<file path="src/hdl/rab_pkg.sv">
// ---------------------------------------------------------------------------
// rab_pkg: shared types and constants for the rectangle alpha blender
// Sizes of the rectangle counters, register fields and the config index codes.
// ---------------------------------------------------------------------------
package rab_pkg;

    // Largest rectangle side in pixels
    localparam int MAX_DIM    = 4096;
    localparam int CNT_W      = $clog2(MAX_DIM);
    localparam int DIM_W      = CNT_W + 1;

    localparam int POS_W      = 12;
    localparam int SIZE_W     = 13;
    localparam int COLOR_W    = 8;
    localparam int IDX_W      = 24;

    localparam int CFG_IDX_W  = 3;
    localparam int CFG_DATA_W = 13;

    // Row term (rect_y + row) and its product with the stride
    localparam int ROW_W      = ((POS_W > CNT_W) ? POS_W : CNT_W) + 1;
    localparam int PROD_W     = ROW_W + SIZE_W;

    typedef enum logic [CFG_IDX_W-1:0] {
        CFG_RECT_X       = 3'd0,
        CFG_RECT_Y       = 3'd1,
        CFG_RECT_WIDTH   = 3'd2,
        CFG_RECT_HEIGHT  = 3'd3,
        CFG_SCREEN_WIDTH = 3'd4
    } cfg_reg_t;

endpackage

</file>
<file path="src/hdl/rect_alpha_blend_core.sv">
// ---------------------------------------------------------------------------
// rect_alpha_blend_core: alpha blender for a rectangle over a framebuffer
// Blends source over destination bytes and gives the framebuffer pixel index.
// ---------------------------------------------------------------------------
// Usage:
//   Pixels of the rectangle enter in row-major order on the input channel
//   (in_valid / in_stall): source blue, green, red, alpha and the current
//   destination bytes. Each beat yields one result beat on the output channel
//   (out_valid / out_stall): pixel index, blended bytes and last_pixel, which
//   marks the final pixel of the rectangle; the next beat starts it again.
//   An accepted beat goes into the input register, then into the
//   result register, which drives out_valid. Throughput: one pixel per
//   clock without stall, set by the input register and the result register
//   with one blend multiplier per byte and the index multiplier in between.
//   A stalled result holds; the input register keeps accepting until it is
//   full, so in_stall follows out_stall one stage behind.
//   Configuration: cfg_valid / cfg_ready with cfg_index and cfg_data, written
//   while the block is idle. cfg_ready is always high; unknown indexes drop.
//   Reset: rect_x 0, rect_y 0, width, height and stride 1, counters at the
//   first pixel, both stages empty.
// ---------------------------------------------------------------------------
module rect_alpha_blend_core (
    input  logic                            clk,
    input  logic                            rst_n,

    input  logic                            cfg_valid,
    output logic                            cfg_ready,
    input  logic [rab_pkg::CFG_IDX_W-1:0]   cfg_index,
    input  logic [rab_pkg::CFG_DATA_W-1:0]  cfg_data,

    input  logic                            in_valid,
    output logic                            in_stall,
    input  logic [rab_pkg::COLOR_W-1:0]     src_blue,
    input  logic [rab_pkg::COLOR_W-1:0]     src_green,
    input  logic [rab_pkg::COLOR_W-1:0]     src_red,
    input  logic [rab_pkg::COLOR_W-1:0]     alpha,
    input  logic [rab_pkg::COLOR_W-1:0]     dst_blue,
    input  logic [rab_pkg::COLOR_W-1:0]     dst_green,
    input  logic [rab_pkg::COLOR_W-1:0]     dst_red,

    output logic                            out_valid,
    input  logic                            out_stall,
    output logic [rab_pkg::IDX_W-1:0]       pixel_index,
    output logic [rab_pkg::COLOR_W-1:0]     out_blue,
    output logic [rab_pkg::COLOR_W-1:0]     out_green,
    output logic [rab_pkg::COLOR_W-1:0]     out_red,
    output logic                            last_pixel
);
    import rab_pkg::*;

    // Clamp a size register: zero acts as one, oversize as MAX_DIM
    function automatic logic [DIM_W-1:0] eff_dim(input logic [SIZE_W-1:0] v);
        logic [31:0] t;
        t = 32'(v);
        if (v == '0)
            t = 32'd1;
        else if (t > 32'(MAX_DIM))
            t = 32'(MAX_DIM);
        return t[DIM_W-1:0];
    endfunction

    // (a*s + (255-a)*d) / 255 as 255*d + a*(s-d), then exact divide by 255
    function automatic logic [COLOR_W-1:0] blend(input logic [COLOR_W-1:0] a,
                                                 input logic [COLOR_W-1:0] s,
                                                 input logic [COLOR_W-1:0] d);
        logic signed [8:0]  diff;
        logic signed [17:0] prod;
        logic [17:0]        base;
        logic [17:0]        mix;
        logic [17:0]        q;
        diff = $signed({1'b0, s}) - $signed({1'b0, d});
        prod = $signed({1'b0, a}) * diff;
        base = ({10'b0, d} << 8) - {10'b0, d};
        mix  = base + $unsigned(prod);
        q    = mix + 18'd1 + (mix >> 8);
        return q[15:8];
    endfunction

    // Configuration registers
    logic [POS_W-1:0]  rect_x_reg;
    logic [POS_W-1:0]  rect_y_reg;
    logic [SIZE_W-1:0] rect_width_reg;
    logic [SIZE_W-1:0] rect_height_reg;
    logic [SIZE_W-1:0] screen_width_reg;

    // Rectangle walk
    logic [CNT_W-1:0]  col_reg, col_next;
    logic [CNT_W-1:0]  row_reg, row_next;

    // Input stage
    logic              s1_valid_reg;
    logic [COLOR_W-1:0] s1_src_b_reg, s1_src_g_reg, s1_src_r_reg, s1_alpha_reg;
    logic [COLOR_W-1:0] s1_dst_b_reg, s1_dst_g_reg, s1_dst_r_reg;
    logic [CNT_W-1:0]  s1_col_reg;
    logic [CNT_W-1:0]  s1_row_reg;
    logic              s1_last_reg;

    // Result stage
    logic              out_valid_reg;
    logic [IDX_W-1:0]  pixel_index_reg, pixel_index_next;
    logic [COLOR_W-1:0] out_blue_reg, out_green_reg, out_red_reg;
    logic              last_reg;

    logic              in_accept;
    logic              s2_load;
    logic [DIM_W-1:0]  eff_w, eff_h;
    logic [DIM_W-1:0]  col_plus, row_plus;
    logic              row_end, rect_end;
    logic [ROW_W-1:0]  row_sum, col_sum;
    logic [PROD_W-1:0] row_prod;

    assign cfg_ready = 1'b1;

    always_ff @(posedge clk or negedge rst_n)
    begin
        if (!rst_n)
        begin
            rect_x_reg       <= '0;
            rect_y_reg       <= '0;
            rect_width_reg   <= SIZE_W'(1);
            rect_height_reg  <= SIZE_W'(1);
            screen_width_reg <= SIZE_W'(1);
        end
        else if (cfg_valid && cfg_ready)
        begin
            case (cfg_reg_t'(cfg_index))
                CFG_RECT_X:       rect_x_reg       <= cfg_data[POS_W-1:0];
                CFG_RECT_Y:       rect_y_reg       <= cfg_data[POS_W-1:0];
                CFG_RECT_WIDTH:   rect_width_reg   <= cfg_data;
                CFG_RECT_HEIGHT:  rect_height_reg  <= cfg_data;
                CFG_SCREEN_WIDTH: screen_width_reg <= cfg_data;
                default:          ;
            endcase
        end
    end

    // Handshake: result stage frees when empty or taken; input stage then moves
    assign s2_load   = s1_valid_reg && (!out_valid_reg || !out_stall);
    assign in_stall  = s1_valid_reg && !s2_load;
    assign in_accept = in_valid && !in_stall;

    // Counter step
    assign eff_w    = eff_dim(rect_width_reg);
    assign eff_h    = eff_dim(rect_height_reg);
    assign col_plus = DIM_W'(col_reg) + DIM_W'(1);
    assign row_plus = DIM_W'(row_reg) + DIM_W'(1);
    assign row_end  = (col_plus >= eff_w);
    assign rect_end = row_end && (row_plus >= eff_h);

    always_comb
    begin
        col_next = col_reg;
        row_next = row_reg;
        if (in_accept)
        begin
            if (rect_end)
            begin
                col_next = '0;
                row_next = '0;
            end
            else if (row_end)
            begin
                col_next = '0;
                row_next = row_plus[CNT_W-1:0];
            end
            else
            begin
                col_next = col_plus[CNT_W-1:0];
            end
        end
    end

    always_ff @(posedge clk or negedge rst_n)
    begin
        if (!rst_n)
        begin
            col_reg      <= '0;
            row_reg      <= '0;
            s1_valid_reg <= 1'b0;
        end
        else
        begin
            col_reg <= col_next;
            row_reg <= row_next;
            if (in_accept)
                s1_valid_reg <= 1'b1;
            else if (s2_load)
                s1_valid_reg <= 1'b0;
        end
    end

    always_ff @(posedge clk)
    begin
        if (in_accept)
        begin
            s1_src_b_reg <= src_blue;
            s1_src_g_reg <= src_green;
            s1_src_r_reg <= src_red;
            s1_alpha_reg <= alpha;
            s1_dst_b_reg <= dst_blue;
            s1_dst_g_reg <= dst_green;
            s1_dst_r_reg <= dst_red;
            s1_col_reg   <= col_reg;
            s1_row_reg   <= row_reg;
            s1_last_reg  <= rect_end;
        end
    end

    // Pixel index: (rect_y + row) * stride + rect_x + col, wrapped to 24 bits
    assign row_sum          = ROW_W'(rect_y_reg) + ROW_W'(s1_row_reg);
    assign col_sum          = ROW_W'(rect_x_reg) + ROW_W'(s1_col_reg);
    assign row_prod         = PROD_W'(row_sum) * PROD_W'(screen_width_reg);
    assign pixel_index_next = row_prod[IDX_W-1:0] + IDX_W'(col_sum);

    always_ff @(posedge clk or negedge rst_n)
    begin
        if (!rst_n)
            out_valid_reg <= 1'b0;
        else if (s2_load)
            out_valid_reg <= 1'b1;
        else if (!out_stall)
            out_valid_reg <= 1'b0;
    end

    always_ff @(posedge clk)
    begin
        if (s2_load)
        begin
            pixel_index_reg <= pixel_index_next;
            out_blue_reg    <= blend(s1_alpha_reg, s1_src_b_reg, s1_dst_b_reg);
            out_green_reg   <= blend(s1_alpha_reg, s1_src_g_reg, s1_dst_g_reg);
            out_red_reg     <= blend(s1_alpha_reg, s1_src_r_reg, s1_dst_r_reg);
            last_reg        <= s1_last_reg;
        end
    end

    assign out_valid   = out_valid_reg;
    assign pixel_index = pixel_index_reg;
    assign out_blue    = out_blue_reg;
    assign out_green   = out_green_reg;
    assign out_red     = out_red_reg;
    assign last_pixel  = last_reg;

endmodule

</file>
<file path="config.mk">
export PLATFORM = sky130hd
export DESIGN_NAME = rect_alpha_blend_core
export DESIGN_NICKNAME = d
export VERILOG_FILES = /design/src/hdl/rab_pkg.sv /design/src/hdl/rect_alpha_blend_core.sv
export SDC_FILE = /design/constraint.sdc
export NUM_CORES = 1
export LEC_CHECK = 0
export ABC_AREA = 1
export BUFFER_PORTS_ARGS = -buffer_cell sky130_fd_sc_hd__buf_2
export CAP_MARGIN = 20
export CORE_MARGIN = 2
export CORE_UTILIZATION = 40
export DETAILED_ROUTE_END_ITERATION = 7
export REMOVE_ABC_BUFFERS = 1
export SYNTH_ARGS = -nofsm -noshare
export SYNTH_HDL_FRONTEND = slang
export SYNTH_SLANG_ARGS = --single-unit
export TNS_END_PERCENT = 30
</file>
<file path="constraint.sdc">
create_clock -name clk -period 12.17 [get_ports clk]
set_input_delay 0.6085 -clock clk [delete_from_list [all_inputs] [get_ports clk]]
set_output_delay 0.6085 -clock clk [all_outputs]
set_load 0.1 [all_outputs]
</file>
==> results of run 1 <==
stage by stage:
stage               instances  util [%]
global route             4506      44.2
finish                   4506      44.2
CTS                      4506      44.2
global placement         4453      42.9
detailed placement       4453      42.9
floorplan                3385         -
cell usage after synthesis (25+ instances only):
master and n:
nor2_1 287, dfrtp_1 86, o21ai_0 125, a21oi_1 96
edfxtp_1 130, xor2_1 68, nand2_1 759, xnor2_1 26
nand4_1 42, fa_1 316, nor3_1 25, inv_1 816
ha_1 336, nand3_1 131, clkbuf_1 45
worst paths after layout:
check                                 endpoint  slack [ns]  cells after the start
min in group asynchronous        rect_y_reg[9]        0.46                      2
min reg2reg                      s1_row_reg[7]        0.45                      0
max reg2reg                        out_blue[6]        4.24                     37
max in group asynchronous  rect_height_reg[11]       10.56                      3
max                                out_blue[6]        4.24                     37
min                            s1_dst_r_reg[7]        0.19                      1
cell families after synthesis:
| logic type | Yosys count |
|---|---|
| AND/OR/NAND/NOR | 1309 |
| buffers and inverters | 874 |
| adder cells (fa/ha/maj) | 652 |
| AO/OA/AOI/OAI | 279 |
| flip-flops | 219 |
| XOR/XNOR | 97 |
| other | 1 |
metal layers:
layer	vias to the layer above	global-route usage [%]
li1	10790	-
met4	0	3.13
met5	-	0
met1	10138	28.9
met3	50	2.18
met2	444	32.3
layout make-up:
class | instances | area share [%]
inverter | 825 | 10.2
clock inverter | 16 | 0.445
tap | 931 | 3.84
sequential | 219 | 20.2
timing repair buffer | 138 | 2.38
clock buffer | 36 | 2.47
multi-input combinational | 2341 | 60.5
==> insert_results.sql, run 1 <==
INSERT INTO impl_metrics (metric_group, metric, value, unit) VALUES
('run_status', 'run_status', 'complete, no violations', ''),
('final_layout', 'layout.nets', '4282', ''),
('synth', 'synth.ff_latch_count', '219', ''),
('sta', 'timing_worst_slew_pin_value', '0.985', 'ns'),
('sta', 'grt_setup_unrepaired', 'no', ''),
('final_layout', 'area_growth', '9.40', '%'),
('synth', 'synth_compound_gate_area_share', '5.53', '%'),
('final_layout', 'multiInputGateArea', '0.0184', 'mm2'),
('final_layout', 'layout_commonest_cell', 'inv_1', ''),
('worst_setup_path', 'setup.worst_path.start', 's1_dst_b_reg[2]', ''),
('sta', 'max_freq', '126', 'MHz'),
('route', 'avgViaCountPerCell', '4.75', ''),
('synth', 'portion_of_netlist_area_occupied_by_mux_cells', '0', '%'),
('global_routing', 'grt_antenna_before_repair', '0', ''),
('route', 'wl_per_cell', '15.2', 'um'),
('placement', 'place_ws', '4.37', 'ns'),
('route', 'routed-wl-met3', '3360', 'um'),
('clock_network', 'count_of_instances_resized_after_the_clock_tree_is_built', '0', ''),
('sta', 'worst_slew_margin_rel', '33.9', '%'),
('route', 'ant_nets', '0', ''),
('route', 'detail_route.first_pass.iterations', '5', ''),
('synth', 'distinct_cell_type_count_of_the_synthesized_netlist', '49', ''),
('hold_path', 'hold_start', 'dst_red[7]', ''),
('floorplanning', 'chipHeight', '267', 'um'),
('clock_network', 'tritoncts', 'yes', ''),
('global_routing', 'vias_in_the_first_global_route', '21380', ''),
('sta', 'fin_ws', '4.24', 'ns'),
('worst_setup_path', 'critPathCaptureType', 'flip-flop', ''),
('floorplanning', 'placement_rows', '96', ''),
('worst_setup_path', 'crit_type', 'reg2reg', ''),
('placement', 'finalWeightedCongestion', '0.879', ''),
('synth', 'largest_cells_by_area_after_synthesis', 'fa_1 (23%), ha_1 (15%), edfxtp_1 (14%), inv_1 (11%), nand2_1 (10%)', ''),
('synth', 'yosys.area_share.xor_xnor', '3.14', '%'),
('clock_network', 'worst_skew_pair.late_latency', '0.59', 'ns'),
('sta', 'final_period_minus_worst_setup_slack', '7.93', 'ns'),
('synth', 'synthArstFlopShare', '40.6', '%'),
('sta', 'finalHoldWorstSlack', '0.191', 'ns'),
('clock_network', 'hold_buffers', '1', ''),
('sta', 'final_min_period_over_clock_period', '65.2', '%'),
('global_routing', 'grtUsageTotal', '19.8', '%'),
('floorplanning', 'pin_count', '129', ''),
('clock_network', 'tritoncts_buffer_count', '28', ''),
('synth', 'synth_top_cell_area_share', '22.8', '%'),
('placement', 'placement.io_buffers', '127', ''),
('route', 'drc', '0', ''),
('worst_setup_path', 'critPathMaxFanout', '7', ''),
('route', 'via_count_of_the_routed_design', '21422', ''),
('synth', 'synth_top_family_by_area', 'adder cells', ''),
('synth', 'synth.largest_area_cell', 'fa_1', ''),
('worst_setup_path', 'worstPathRequired', '12.51', 'ns'),
('worst_setup_path', 'element_type_at_the_critical_path_start', 'flip-flop', ''),
('floorplanning', 'die_width', '267', 'um'),
('final_layout', 'insertedDiodeCount', '0', ''),
('clock_network', 'cts_num_sinks', '219', ''),
('floorplanning', 'design.die.area', '0.0715', 'mm2'),
('worst_setup_path', 'slowest_delay', '0.56', 'ns'),
('synth', 'synth_ff_type', 'edfxtp_1', ''),
('route', 'wire_length_on_met2', '30600', 'um'),
('synth', 'yosys_warnings', '0', ''),
('synth', 'synth_simple_gate_area_share', '19.4', '%'),
('placement', 'dpl-instance-area', '0.0295', 'mm2'),
('worst_setup_path', 'crit_family', 'adder cells', ''),
('floorplanning', 'coreArea', '0.0687', 'mm2'),
('floorplanning', 'start_util', '40.4', '%'),
('route', 'dr.max_layer_used', 'met4', ''),
('synth', 'synthesis.area', '0.0278', 'mm2'),
('clock_network', 'clk_pin_slew_worst_paths', '0.06', 'ns'),
('clock_network', 'cts.path.max_buffers', '3', ''),
('route', 'wl_met1', '33700', 'um'),
('worst_setup_path', 'worstReg2RegStart', 's1_dst_b_reg[2]', ''),
('run', 'timing.max_cap.violations', '0', '');
Power of run 1 is left out: the tool's default activity adds up to more than one toggle a clock period on the data nets, which glitch-free logic cannot reach.
==> inputs of run 2 (changes only) <==
ABC_AREA = 0   (was 1)
clock period = 7.8 ns   (was 12.17 ns; I/O delays follow)
==> run 2 against run 1 <==
Register-to-register slack worse by 4.2 ns. First-iteration DRC count is 28% lower. Via count down 1.9%. Clock skew shrank 0.0027 ns. Sequential share of layout area is 1.9 points lower. Final area grew 11%. Area after synthesis shrank 2.0%. Routed wire length up 1.8%. Critical path depth grew 1. Critical path type unchanged. Critical endpoint is now out_green[7]. Largest cell class unchanged.
==> insert_results.sql, run 2 <==
INSERT INTO impl_metrics (metric_group, metric, value, unit) VALUES
('run_status', 'run_status', 'complete, no violations', ''),
('worst_setup_path', 'crit_family', 'adder cells', ''),
('sta', 'max_freq', '129', 'MHz'),
('final_layout', 'post_layout_nonfiller_instances', '4159', ''),
('clock_network', 'cts_num_sinks', '219', ''),
('final_layout', 'layout.nets', '3992', ''),
('synth', 'synthArstFlopShare', '40.6', '%'),
('sta', 'final.setup_skew', '0.0178', 'ns'),
('final_layout', 'area_growth', '23.5', '%'),
('run', 'timing.max_cap.violations', '0', ''),
('synth', 'synth_enable_flop_cells', '130', ''),
('worst_setup_path', 'cp_slowest_cell', 'fa_1', ''),
('sta', 'timing_worst_slew_pin_value', '1.08', 'ns'),
('route', 'detail_route.first_pass.iterations', '5', ''),
('synth', 'synth.largest_area_cell', 'fa_1', ''),
('synth', 'synth_top_cell_area_share', '23.3', '%'),
('sta', 'grt_setup_unrepaired', 'yes', ''),
('synth', 'synth.ff_latch_count', '219', ''),
('placement', 'place.detailed.instances', '3985', ''),
('global_routing', 'grt-ovfl-total', '0', ''),
('route', 'routed_wl', '69900', 'um'),
('clock_network', 'clk_pin_slew_worst_paths', '0.06', 'ns'),
('sta', 'fin_ws', '0.0261', 'ns'),
('floorplanning', 'die_width', '265', 'um'),
('worst_setup_path', 'element_type_at_the_critical_path_start', 'flip-flop', ''),
('clock_network', 'tritoncts', 'yes', ''),
('route', 'avgViaCountPerCell', '5.05', ''),
('worst_setup_path', 'ff2ff_setup_slack', '0.03', 'ns'),
('sta', 'final_min_period_over_clock_period', '99.7', '%'),
('sta', 'report.final.hold_viol_count', '0', ''),
('route', 'drc', '0', ''),
('worst_setup_path', 'slowest_delay', '0.56', 'ns'),
('clock_network', 'worst_skew_pair.late_latency', '0.60', 'ns'),
('worst_setup_path', 'worstPathRequired', '8.14', 'ns'),
('sta', 'worst_slew_margin_rel', '27.5', '%'),
('route', 'drt_iter0_drc', '934', ''),
('worst_setup_path', 'critPathCaptureType', 'flip-flop', ''),
('synth', 'yosys_warnings', '0', ''),
('placement', 'finalWeightedCongestion', '0.897', ''),
('clock_network', 'clk_root_buffer_cell', 'clkbuf_16', ''),
('floorplanning', 'pin_count', '129', ''),
('final_layout', 'layout_cell_share_with_drive_strength_beyond_1', '22.5', '%'),
('final_layout', 'insertedDiodeCount', '0', ''),
('clock_network', 'tritoncts_buffer_count', '29', ''),
('synth', 'synth_ff_type', 'edfxtp_1', ''),
('placement', 'dp_hpwl', '55000', 'um'),
('floorplanning', 'coreArea', '0.0673', 'mm2'),
('route', 'ant_nets', '0', ''),
('synth', 'post_synth_inst_count', '2811', ''),
('placement', 'placement.io_buffers', '127', ''),
('global_routing', 'grt_antenna_before_repair', '1', ''),
('synth', 'largest_cells_by_area_after_synthesis', 'fa_1 (23%), ha_1 (15%), edfxtp_1 (14%), dfrtp_1 (7.9%), inv_1 (7.5%)', ''),
('clock_network', 'cts.path.max_buffers', '3', ''),
('floorplanning', 'design.die.area', '0.0701', 'mm2'),
('route', 'via_count_of_the_routed_design', '21017', ''),
('route', 'wl_per_cell', '16.8', 'um'),
('sta', 'slew_viol_final', '0', ''),
('synth', 'syn_area_per_cell', '9.68', 'um2'),
('synth', 'distinct_cell_type_count_of_the_synthesized_netlist', '83', ''),
('sta', 'final_period_minus_worst_setup_slack', '7.77', 'ns'),
('synth', 'ys_top_cells_by_count', 'inv_1 (540), ha_1 (336), fa_1 (316), nand2_1 (259), and2_1 (154)', ''),
('worst_setup_path', 'critPathMaxFanout', '4', ''),
('global_routing', 'global_route_wire_length_before_repair', '115000', 'um'),
('global_routing', 'vias_in_the_first_global_route', '22925', ''),
('worst_setup_path', 'cp.arrival', '8.11', 'ns'),
('final_layout', 'commonest_non_fill_non_tap_cells_in_the_layout', 'inv_1 (523), fa_1 (310), ha_1 (307)', ''),
('global_routing', 'largest_net_degree_at_the_start_of_global_routing', '68', ''),
('sta', 'final-setup-viol-count', '0', ''),
('synth', 'synth.most_common_cell', 'inv_1', ''),
('final_layout', 'largest_register_ffs', '24', ''),
('floorplanning', 'placement_rows', '95', ''),
('hold_path', 'hp-class', 'in2reg', ''),
('synth', 'ys_seq_area_share', '22.6', '%'),
('final_layout', 'layout_commonest_cell', 'inv_1', ''),
('floorplanning', 'start_util', '40.4', '%'),
('placement', 'place_ws', '-0.600', 'ns'),
('final_layout', 'fin_area', '0.0336', 'mm2'),
('global_routing', 'grtUsageTotal', '20.3', '%'),
('worst_setup_path', 'crit_type', 'reg2reg', ''),
('synth', 'synthesis.area', '0.0272', 'mm2'),
('clock_network', 'cts.htree.levels', '1', ''),
('placement', 'dpl-instance-area', '0.0305', 'mm2'),
('floorplanning', 'chipHeight', '265', 'um'),
('worst_setup_path', 'cp_num_buf_inv', '6', '');
run 2: cell count changes in the layout (fill, tap and decap cells not counted), moves of 60 or more:
cell	before	now
mux2_2	0	61
nand2_1	759	254
inv_1	816	523
buf_4	11	288
nand2b_1	0	60
nand3_1	131	48
and2_1	4	143
nor2_1	287	105
o21ai_0	125	47
run 2: cell type report:
class,instances,area (um2)
Tap cell,873,1090
Clock buffer,43,902
Timing Repair Buffer,485,3520
Multi-Input combinational cell,1988,19800
Fill cell,6188,33700
Inverter,540,2030
Sequential cell,219,6130
Clock inverter,11,103
run 2: worst paths after layout:
path | start | endpoint | depth (start not counted)
worst max-delay path | s1_src_g_reg[0] | out_green[7] | 38
worst min-delay path | src_green[5] | s1_src_g_reg[5] | 1
worst max register to register | s1_src_g_reg[0] | out_green[7] | 38
worst min register to register | s1_last_reg | last_pixel | 0
max in group asynchronous | rst_n | rect_x_reg[2] | 3
min in group asynchronous | rst_n | screen_width_reg[12] | 2
run 2: repair_timing:
action                                  4_1_cts  5_1_grt
hold buffers                                 56        0
pin swaps                                    83      108
endpoints found under the setup margin       33       30
resized for setup                           114      125
endpoints found under the hold margin        77        0
setup buffers                                49       16
run 2: per-stage QoR:
step	hold slack, ns	util (%)	setup TNS (ns)
2_1_floorplan	0.0944	-	-3.16
3_3_place_gp	0.311	45.3	-8.11
3_5_place_dp	0.312	45.3	-11.62
4_1_cts	0.00444	48.8	0
5_1_grt	0.0190	49.9	-4.99
6_report	0.0331	49.9	0
run 2: cells by family (layout without fill, tap and decap cells):
logic type	Yosys count	count (layout)	synth area share, %
other cells	1	4	0.0138
fa+ha+maj	653	653	38.8
compound gates	323	323	7.83
buf+inv	607	1079	8.42
mux	74	74	3.01
xor+xnor	140	140	4.61
simple gates	794	794	14.8
flops	219	219	22.6
run 2: per-layer routing:
metal,GRT usage (%),routed length [um]
met4,4.15,1400
met5,0,0
met2,37.8,36300
met3,2.16,2330
met1,25.3,29800
Power of run 2 is left out for the same reason.
